## config.mk

```make
export PLATFORM = sky130hd
export DESIGN_NAME = pme_scale
export DESIGN_NICKNAME = d
export VERILOG_FILES = /design/src/rtl/pme_pkg.sv /design/src/rtl/pme_scale.sv
export SDC_FILE = /design/constraint.sdc
export NUM_CORES = 2
export LEC_CHECK = 0
export CORE_MARGIN = 1
export CORE_UTILIZATION = 62
export CTS_CLUSTER_DIAMETER = 200
export DETAILED_ROUTE_END_ITERATION = 10
export DONT_BUFFER_PORTS = 1
export PLACE_DENSITY_LB_ADDON = 0.2
export SKIP_CTS_REPAIR_TIMING = 1
export SYNTH_ARGS = -nofsm -noshare
export SYNTH_HDL_FRONTEND = slang
export SYNTH_SLANG_ARGS = --single-unit
```

## constraint.sdc

```tcl
create_clock -name clk -period 7.2 [get_ports clk]
set_clock_uncertainty 0.05 [all_clocks]
set_input_delay 1.44 -clock clk [delete_from_list [all_inputs] [get_ports clk]]
set_output_delay 1.44 -clock clk [all_outputs]
set_load 0.01 [all_outputs]
```

## src/rtl/pme_pkg.sv

```systemverilog
// pme_pkg: shared types, codes and reset values of the pheromone matrix engine
`default_nettype none

package pme_pkg;

    // default sizes handed to the top level parameters
    localparam int DEF_MAX_NODES  = 64;
    localparam int DEF_TRAIL_BITS = 48;

    // fixed field widths
    localparam int VALUE_W    = 48;
    localparam int OP_W       = 3;
    localparam int NODE_IDX_W = 6;
    localparam int CITY_W     = 7;
    localparam int KEEP_W     = 16;
    localparam int CFG_IDX_W  = 3;
    localparam int CFG_DATA_W = 48;

    // command codes
    localparam logic [OP_W-1:0] OP_DEPOSIT_DEFAULT = 3'd0;
    localparam logic [OP_W-1:0] OP_DEPOSIT_AMOUNT  = 3'd1;
    localparam logic [OP_W-1:0] OP_EVAP_ARC        = 3'd2;
    localparam logic [OP_W-1:0] OP_EVAP_ALL        = 3'd3;
    localparam logic [OP_W-1:0] OP_CLAMP_ALL       = 3'd4;
    localparam logic [OP_W-1:0] OP_FILL            = 3'd5;
    localparam logic [OP_W-1:0] OP_READ            = 3'd6;

    // configuration register indexes
    localparam logic [CFG_IDX_W-1:0] CFG_CITY_COUNT      = 3'd0;
    localparam logic [CFG_IDX_W-1:0] CFG_KEEP_FACTOR     = 3'd1;
    localparam logic [CFG_IDX_W-1:0] CFG_DEFAULT_DEPOSIT = 3'd2;
    localparam logic [CFG_IDX_W-1:0] CFG_TRAIL_MAX       = 3'd3;
    localparam logic [CFG_IDX_W-1:0] CFG_TRAIL_MIN       = 3'd4;

    // configuration reset values
    localparam logic [CITY_W-1:0]  RST_CITY_COUNT      = 7'd64;
    localparam logic [KEEP_W-1:0]  RST_KEEP_FACTOR     = 16'd64225;
    localparam logic [VALUE_W-1:0] RST_DEFAULT_DEPOSIT = 48'd16777216;
    localparam logic [VALUE_W-1:0] RST_TRAIL_MAX       = 48'd167772160000000;
    localparam logic [VALUE_W-1:0] RST_TRAIL_MIN       = 48'd167772160000000;

    typedef struct packed {
        logic [OP_W-1:0]       op;
        logic [NODE_IDX_W-1:0] row;
        logic [NODE_IDX_W-1:0] col;
        logic [VALUE_W-1:0]    amount;
    } in_item_t;

    typedef struct packed {
        logic [VALUE_W-1:0] value;
        logic               saturated;
    } out_item_t;

    typedef struct packed {
        logic [CITY_W-1:0]  city_count;
        logic [KEEP_W-1:0]  keep_factor;
        logic [VALUE_W-1:0] default_deposit;
        logic [VALUE_W-1:0] upper_limit;
        logic [VALUE_W-1:0] lower_limit;
    } cfg_t;

endpackage

`default_nettype wire

```

## src/rtl/pme_scale.sv

```systemverilog
// pme_scale: trail times keep factor in Q0.16, partial products registered
`default_nettype none

module pme_scale #(
    parameter int TRAIL_BITS = pme_pkg::DEF_TRAIL_BITS
) (
    input  wire logic                         clk,
    input  wire logic                         load,
    input  wire logic [TRAIL_BITS-1:0]        trail,
    input  wire logic [pme_pkg::KEEP_W-1:0]   keep,
    output logic      [TRAIL_BITS-1:0]        scaled
);

    localparam int HI_W  = (TRAIL_BITS > 32) ? TRAIL_BITS - 32 : 1;
    localparam int LO_PW = 32 + pme_pkg::KEEP_W;
    localparam int HI_PW = HI_W + pme_pkg::KEEP_W;

    logic [31:0]       lo_part;
    logic [HI_W-1:0]   hi_part;
    logic [LO_PW-1:0]  prod_lo_next;
    logic [HI_PW-1:0]  prod_hi_next;
    logic [LO_PW-1:0]  prod_lo_reg;
    logic [HI_PW-1:0]  prod_hi_reg;

    // split the trail into a low word and the bits above it
    assign lo_part      = trail[31:0];
    assign hi_part      = HI_W'(trail >> 32);
    assign prod_lo_next = LO_PW'(lo_part) * LO_PW'(keep);
    assign prod_hi_next = HI_PW'(hi_part) * HI_PW'(keep);

    always_ff @(posedge clk)
    begin
        if (load)
        begin
            prod_lo_reg <= prod_lo_next;
            prod_hi_reg <= prod_hi_next;
        end
    end

    // recombine: (hi * k) << 16 plus (lo * k) >> 16, exact truncation
    assign scaled = TRAIL_BITS'({prod_hi_reg, 16'b0})
                  + TRAIL_BITS'(prod_lo_reg >> pme_pkg::KEEP_W);

endmodule

`default_nettype wire
```

==> metrics.txt <==
worst setup slack after layout=0.133 ns; Slew HR=0.226; critical path data arrival time=7.17 ns; drt wl/cell=18.4 um; worst slack at placement=-0.386 ns; drt total wl=65.0 mm; multi-input logic area=22200 um^2; number of port buffers=0; # diodes=0; CP startpoint kind=input pin; sequential cell area=1920 um^2; number of synthesis warnings=0; top-count cell post-synth=inv_1; clk sink count=64; Via density=5.59; syn avg cell area=9.01 um^2; top cell type's share of synthesized area=0.451; CP required=7.30 ns; Yosys cell types=56; Async S/R FF share, synth=0; Setup Viol. Count Final=0; clock transition at the registers of the reported paths=0.07 ns; Layout area overhead=3.76%; flops & latches, synth=64; Final Cycle Share=0.981; status=finished, final reports clean; Final Wtd Congestion=0.905; die area=44700 um^2; Core ar.=43200 um^2; Tightest Pin Transition=1.15 ns; Post-Syn Area=27200 um^2; post-route ant nets=0; Synth area leader=fa_1; DRC=0; Iteration-0 DRC Markers=1184; Synth Net Count=3932; share of cells above drive strength 1=0.0408; worst hold path class=in -> reg; f_max=142 MHz; CP Class=in -> reg; Mapped Cells=3017; initial antenna violation count=0; Max H-tree Level=3; All-Layer GR Usage=0.316; via count=19700; fill count=3656; die width=211 um; number of flops mapped to enable cells by yosys=64; CTS Buffer Depth=2; synth cell count leaders=inv_1, fa_1, nand2_1; M2 GR Usage=0.517; DPL Wire Length=51.5 mm; row count=76; CTS root buf=clkbuf_16; crit path time final=7.07 ns; pin count of the biggest net entering global routing=65; TritonCTS buffer count=9; grt total ovfl=0; first-pass GRT wire length=110 mm; Hold Vio Cnt, Final=0; met1 Track Usage GR=0.422; max-slew violation count=0; Detailed Routing Iterations Pass 1=7; Starting Density=0.629; grt peak-use layer=met2; Synth Flop Type=edfxtp_1; crit path max fanout=48; maxcap violations=0; # IOs=114; top cells by area, synth=fa_1, ha_1, inv_1; critical path endpoint category=register; met3 usage=0.0666; CTS tree=built; number of global-route vias before repair=21600; Worst Setup SP=keep[15]; sequential fraction of the synthesis area=0.0707; Worst Setup EP=prod_lo_reg[46]; final net count=3849; Die H=211 um
## worst max-delay path: stages
cell and delay, ns:
and2_4 0.14, fa_1 0.51, fa_1 0.57, fa_1 0.48, fa_1 0.53, fa_1 0.51, inv_1 0.05, fa_1 0.52
inv_2 0.05, ha_4 0.25, a21oi_4 0.13, o21ai_1 0.11, or3_4 0.39, o211a_4 0.28, o211a_4 0.25, o211ai_4 0.22
a41oi_4 0.15, or4_1 0.41, and4_1 0.16
## worst min path at each step
stage / startpoint / to / slack, ns / cells after the start
after floorplan: load / prod_hi_reg[0] / 1.50 / 0
after global placement: load / prod_lo_reg[16] / 1.51 / 0
after detailed placement: load / prod_lo_reg[17] / 1.51 / 0
after CTS: load / prod_lo_reg[17] / 1.09 / 0
after global routing: load / prod_lo_reg[17] / 1.10 / 0
final: load / prod_lo_reg[16] / 1.12 / 0
## metrics by stage
step | instances | util | area [um^2] | hold WS [ns] | setup TNS, ns
2_1_floorplan | 3017 | - | 27600 | 1.50 | -0.225
3_3_place_gp | 3506 | 0.645 | 27900 | 1.51 | -3.18
3_5_place_dp | 3506 | 0.645 | 27900 | 1.51 | -3.95
4_1_cts | 3521 | 0.651 | 28100 | 1.09 | 0
5_1_grt | 3523 | 0.653 | 28200 | 1.10 | -0.0674
6_report | 3523 | 0.653 | 28200 | 1.12 | 0
## logic make-up (layout without fill, tap and decap cells)
logic type / Yosys count / in the layout / synth area share
DFF: 64 / 64 / 0.0707
and+or+nand+nor: 950 / 950 / 0.169
xor gates and xnor gates: 86 / 86 / 0.0277
buffers and inverters: 852 / 773 / 0.120
adders and majority gates: 849 / 849 / 0.560
AOI/OAI and AO/OA: 216 / 216 / 0.0530
## layout by cell type (no fill, tap or decap), types with 4 or more instances in the layout
master and n:
edfxtp_1 64, o21bai_1 6, o21a_1 11, nand2_1 491, ha_4 8, nand4_1 10, clkbuf_16 9, a21o_1 39
and2_4 8, a21oi_1 67, buf_4 58, xor2_1 30, ha_1 229, fa_1 606, and4_1 10, a211oi_1 9
inv_1 697, a21boi_0 5, nor2b_1 12, o21ai_0 30, nand2b_1 8, and3_1 8, nand3_1 19, xnor2_1 56
fa_2 6, nor3_1 10, and2_1 307, nor2_1 48, o211ai_1 4, a31oi_1 9
## routing by layer
metal	wire length (um)	vias to the layer above
li1	-	8761
met1	26700	10100
met2	31500	725
met3	4820	127
met4	1910	0
met5	0	-
## area by class of cell
class	count	area share
clock buffer	10	0.00812
clock inverter	5	0.00124
inverter	699	0.0930
multi-input combinational	2101	0.788
sequential	64	0.0682
tap	585	0.0260
timing repair buffer	59	0.0158
Power is left out: the tool's default activity adds up to more than one toggle a clock period on the data nets, which glitch-free logic cannot reach.
