===== config.mk =====
export PLATFORM = sky130hd
export DESIGN_NAME = pme_cfg_regs
export DESIGN_NICKNAME = d
export VERILOG_FILES = /design/src/rtl/pme_pkg.sv /design/src/rtl/pme_cfg_regs.sv
export SDC_FILE = /design/constraint.sdc
export NUM_CORES = 1
export LEC_CHECK = 0
export ABC_AREA = 1
export BUFFER_PORTS_ARGS = -buffer_cell sky130_fd_sc_hd__buf_2
export CAP_MARGIN = 20
export CORE_ASPECT_RATIO = 1.5
export CORE_MARGIN = 2
export CORE_UTILIZATION = 50
export CTS_BUF_LIST = sky130_fd_sc_hd__clkbuf_8
export CTS_CLUSTER_DIAMETER = 40
export DETAILED_ROUTE_END_ITERATION = 10
export PLACE_DENSITY = 0.9
export SYNTH_ARGS = -nofsm -noshare
export SYNTH_HDL_FRONTEND = slang
export SYNTH_SLANG_ARGS = --single-unit

===== constraint.sdc =====
create_clock -name clk -period 0.9 [get_ports clk]
set_input_delay 0.045 -clock clk [delete_from_list [all_inputs] [get_ports clk]]
set_output_delay 0.045 -clock clk [all_outputs]
set_load 0.005 [all_outputs]

===== src/rtl/pme_pkg.sv =====
// pme_pkg: shared types, codes and reset values of the pheromone matrix engine
`default_nettype none

package pme_pkg;

    // default sizes handed to the top level parameters
    localparam int DEF_MAX_NODES  = 64;
    localparam int DEF_TRAIL_BITS = 48;

    // fixed field widths
    localparam int VALUE_W    = 48;
    localparam int OP_W       = 3;
    localparam int NODE_IDX_W = 6;
    localparam int CITY_W     = 7;
    localparam int KEEP_W     = 16;
    localparam int CFG_IDX_W  = 3;
    localparam int CFG_DATA_W = 48;

    // command codes
    localparam logic [OP_W-1:0] OP_DEPOSIT_DEFAULT = 3'd0;
    localparam logic [OP_W-1:0] OP_DEPOSIT_AMOUNT  = 3'd1;
    localparam logic [OP_W-1:0] OP_EVAP_ARC        = 3'd2;
    localparam logic [OP_W-1:0] OP_EVAP_ALL        = 3'd3;
    localparam logic [OP_W-1:0] OP_CLAMP_ALL       = 3'd4;
    localparam logic [OP_W-1:0] OP_FILL            = 3'd5;
    localparam logic [OP_W-1:0] OP_READ            = 3'd6;

    // configuration register indexes
    localparam logic [CFG_IDX_W-1:0] CFG_CITY_COUNT      = 3'd0;
    localparam logic [CFG_IDX_W-1:0] CFG_KEEP_FACTOR     = 3'd1;
    localparam logic [CFG_IDX_W-1:0] CFG_DEFAULT_DEPOSIT = 3'd2;
    localparam logic [CFG_IDX_W-1:0] CFG_TRAIL_MAX       = 3'd3;
    localparam logic [CFG_IDX_W-1:0] CFG_TRAIL_MIN       = 3'd4;

    // configuration reset values
    localparam logic [CITY_W-1:0]  RST_CITY_COUNT      = 7'd64;
    localparam logic [KEEP_W-1:0]  RST_KEEP_FACTOR     = 16'd64225;
    localparam logic [VALUE_W-1:0] RST_DEFAULT_DEPOSIT = 48'd16777216;
    localparam logic [VALUE_W-1:0] RST_TRAIL_MAX       = 48'd167772160000000;
    localparam logic [VALUE_W-1:0] RST_TRAIL_MIN       = 48'd167772160000000;

    typedef struct packed {
        logic [OP_W-1:0]       op;
        logic [NODE_IDX_W-1:0] row;
        logic [NODE_IDX_W-1:0] col;
        logic [VALUE_W-1:0]    amount;
    } in_item_t;

    typedef struct packed {
        logic [VALUE_W-1:0] value;
        logic               saturated;
    } out_item_t;

    typedef struct packed {
        logic [CITY_W-1:0]  city_count;
        logic [KEEP_W-1:0]  keep_factor;
        logic [VALUE_W-1:0] default_deposit;
        logic [VALUE_W-1:0] upper_limit;
        logic [VALUE_W-1:0] lower_limit;
    } cfg_t;

endpackage

`default_nettype wire


===== src/rtl/pme_cfg_regs.sv =====
// pme_cfg_regs: configuration register file written through the plain write port
`default_nettype none

module pme_cfg_regs (
    input  wire logic                            clk,
    input  wire logic                            rst_n,
    input  wire logic                            cfg_write,
    input  wire logic [pme_pkg::CFG_IDX_W-1:0]   cfg_index,
    input  wire logic [pme_pkg::CFG_DATA_W-1:0]  cfg_data,
    output pme_pkg::cfg_t                        cfg
);

    pme_pkg::cfg_t cfg_reg;

    // register writes, unknown indexes are dropped
    always_ff @(posedge clk or negedge rst_n)
    begin
        if (!rst_n)
        begin
            cfg_reg.city_count      <= pme_pkg::RST_CITY_COUNT;
            cfg_reg.keep_factor     <= pme_pkg::RST_KEEP_FACTOR;
            cfg_reg.default_deposit <= pme_pkg::RST_DEFAULT_DEPOSIT;
            cfg_reg.upper_limit     <= pme_pkg::RST_TRAIL_MAX;
            cfg_reg.lower_limit     <= pme_pkg::RST_TRAIL_MIN;
        end
        else if (cfg_write)
        begin
            unique case (cfg_index)
                pme_pkg::CFG_CITY_COUNT:
                    cfg_reg.city_count <= cfg_data[pme_pkg::CITY_W-1:0];
                pme_pkg::CFG_KEEP_FACTOR:
                    cfg_reg.keep_factor <= cfg_data[pme_pkg::KEEP_W-1:0];
                pme_pkg::CFG_DEFAULT_DEPOSIT:
                    cfg_reg.default_deposit <= cfg_data[pme_pkg::VALUE_W-1:0];
                pme_pkg::CFG_TRAIL_MAX:
                    cfg_reg.upper_limit <= cfg_data[pme_pkg::VALUE_W-1:0];
                pme_pkg::CFG_TRAIL_MIN:
                    cfg_reg.lower_limit <= cfg_data[pme_pkg::VALUE_W-1:0];
                default:
                begin
                end
            endcase
        end
    end

    assign cfg = cfg_reg;

endmodule

`default_nettype wire


==> metrics.txt <==
Slew Limit Fails 0; Max Buffers Root-to-Sink 2; antenna-violating nets left 0; wire length on met3 1590 um; clock tree from TritonCTS done; distinct cell type count after synthesis 14; area of the die 14100 sq um; Fin Clk Skew 0 ns; vertical extent of the die 144 um; Post-Syn Area 6560 sq um; number of synthesized register bits 167; net load switching power 6380 uW; fraction of power consumed by the clock network 23.4%; GP Congestion 0.878; number of buffers and inverters on the critical path 1; cells on worst reg2reg path 4; routed length on met1 8430 um; register-to-register path setup slack -0.05 ns; leading post-synthesis cells by cell area sky130_fd_sc_hd__dfrtp_1, sky130_fd_sc_hd__nand2_1, sky130_fd_sc_hd__dfstp_2, sky130_fd_sc_hd__nand3_1, sky130_fd_sc_hd__buf_2; global-route wire length before repair 34800 um; total count of hold-check failures in the final report 0; number of max-cap violations 0; GR Overflow Total 0; Leakage Power 0.00562 uW; net count of the finished layout 1168; filler-free cell count of the finished design 1287; violated checks negative setup slack; Synth top area share 53.0%; Layout Cell Area excl Fill 9810 sq um; critical-path maximum fanout 2; maximum clock frequency 858 MHz; post-route setup slack -0.265 ns; Post-DP HPWL 13700 um; clock transition at the register clock pins on the worst setup and hold paths after CTS 0.09 ns; total wire length 24000 um; max-slew headroom at the worst pin 78.1%; type of the worst setup path flop to output port; RSZ-0062 raised after global routing yes; fraction of layout cells with a size suffix above 1 38.2%; number of H-tree levels 4; result of the run finished, violations left; vias in the first global route 6871; post-DR wirelength/cell 18.7 um; register share of total power 48.5%; switching portion of total power 31.1%; Largest register FFs 167; violation count after the first detailed-routing iteration 499; Reg-to-Reg Start cfg[142]; worst path arrival time 1.12 ns; Port Buffer Count 220; post-detailed-placement cell area 8100 sq um; list of cells traversed by the critical path buf_2; sinks on the clock net 167; cell-internal power 14100 uW; cell class contributing the biggest share of worst-path delay flip-flops; share of synthesized area occupied by flip-flops and latches 64.2%; vias per cell 5.46; Placeable Area 12900 sq um; DRC violation count after routing 0; Least-Margin Pin Slew 0.327 ns; cell with the biggest individual delay on the critical path sky130_fd_sc_hd__dfstp_2; antenna violations before repair 0; first-pass iteration count of the detailed router 6; Synth Warn # 0; minimum clock period 1.17 ns; CTS Root Cell sky130_fd_sc_hd__clkbuf_8; endpoint type of the worst setup path output port; cell count after synthesis 733; routed length on met2 12500 um; combinational group share of total power 28.1%; all-layer global routing usage 31.4%; total instance count after detailed placement 1104; Site Rows 51; worst min path class primary input to async pin; data required time at the worst endpoint 0.85 ns; total setup violations reported at the end of the flow 170; net count after synthesis 787; Crit path largest cell delay 0.57 ns; Initial Utilization 50.9%; Period Utilization, post-route 129%; R2R Path End cfg[142]; average size of a mapped cell 8.95 sq um; highest routed layer met4; floorplan die width 97.6 um; power density relative to cell area 2090 nW/um^2; clock buffers created by TritonCTS 17; Layout area overhead 49.5%; cell taking the most area after synthesis sky130_fd_sc_hd__dfrtp_1; maximum number of pins on one net before global-route repair 41; peak supply drop 0.00117 V; Boundary Pins 221; category of the worst setup path launch point flop; vias post-DR 7025; Skew-Pair Late Insertion Delay 0.42 ns
[Yosys cell counts]
| cell type | count |
|---|---|
| sky130_fd_sc_hd__buf_4 | 4 |
| sky130_fd_sc_hd__inv_2 | 1 |
| sky130_fd_sc_hd__buf_2 | 29 |
| sky130_fd_sc_hd__nand3_1 | 119 |
| sky130_fd_sc_hd__clkbuf_1 | 8 |
| sky130_fd_sc_hd__nor2_2 | 3 |
| sky130_fd_sc_hd__dfstp_2 | 28 |
| sky130_fd_sc_hd__buf_6 | 2 |
| sky130_fd_sc_hd__dfrtp_1 | 139 |
| sky130_fd_sc_hd__nand2_1 | 389 |
| sky130_fd_sc_hd__nor2_1 | 2 |
| sky130_fd_sc_hd__nand2_2 | 1 |
| sky130_fd_sc_hd__inv_1 | 5 |
| sky130_fd_sc_hd__buf_1 | 3 |
[cells in the final DEF, fill, tap and decap left out, drive strengths merged]
cell	count
nand3	119
diode	1
nor2	5
clkinv	4
dfrtp	139
nand2	390
inv	11
clkinvlp	4
dfstp	28
dlygate4sd3	49
clkbuf	19
buf	359
[cell type report]
cell class	count	area, sq um
well taps	159	199
repair buffers	408	2900
clock buffers	19	262
multi-input cells	514	2130
inverters	6	22.5
flip-flops and latches	167	4210
diodes	1	2.50
clock inverters	13	82.6
fillers	779	3080
[how the worst max path moves through the flow]
stage	from	end	slack, ns	cells after the start
after detailed placement	cfg_write	cfg[147]	-0.13	7
after global placement	cfg_index[1]	cfg[131]	-0.08	7
after global routing	cfg[150]	cfg[150]	-0.28	1
after floorplan	cfg_write	cfg[145]	0.06	7
final	cfg[150]	cfg[150]	-0.27	1
after CTS	cfg[150]	cfg[150]	-0.26	1
[metal layers]
metal	GRT usage [%]	vias up
met4	20.8	0
met3	6.28	137
li1	-	3062
met1	36.6	3387
met2	53.0	439
met5	0	-
[metrics by stage]
stage | setup WS, ns | TNS [ns] | power [uW] | util (%) | hold slack [ns]
CTS | -0.258 | -22.67 | 19400 | 72.5 | 0.0341
global route | -0.284 | -26.96 | 21400 | 76.1 | 0.0489
finish | -0.265 | -21.15 | 20500 | 76.1 | 0.0449
global placement | -0.0821 | -4.85 | 13700 | 62.8 | -0.0657
detailed placement | -0.131 | -9.87 | 13900 | 62.8 | -0.0625
floorplan | 0.0643 | 0 | 11400 | - | -0.251
[power by group through the flow]
stage          Combinational, uW  Clock [uW]  Sequential (uW)
2_1_floorplan               1330           0            10100
3_3_place_gp                3740           0             9920
3_5_place_dp                3910           0             9940
4_1_cts                     4760        4790             9810
5_1_grt                     6230        5120            10100
6_report                    5770        4810             9950
[what timing repair did]
action / in CTS / in global routing
buffers inserted: 48 / 53
gates resized for setup: 9 / 12
hold buffers: 49 / 0
setup endpoints to repair: 167 / 167
hold endpoints to repair: 316 / 0
[logic make-up (layout without fill, tap and decap cells)]
| family | count (synthesis) | after routing | share of synthesized area (%) |
|---|---|---|---|
| simple gates | 514 | 514 | 31.8 |
| other cells | 0 | 1 | 0 |
| flops | 167 | 167 | 64.2 |
| buf+inv | 52 | 446 | 3.98 |
No activity file was read; power rests on OpenSTA's default activity.
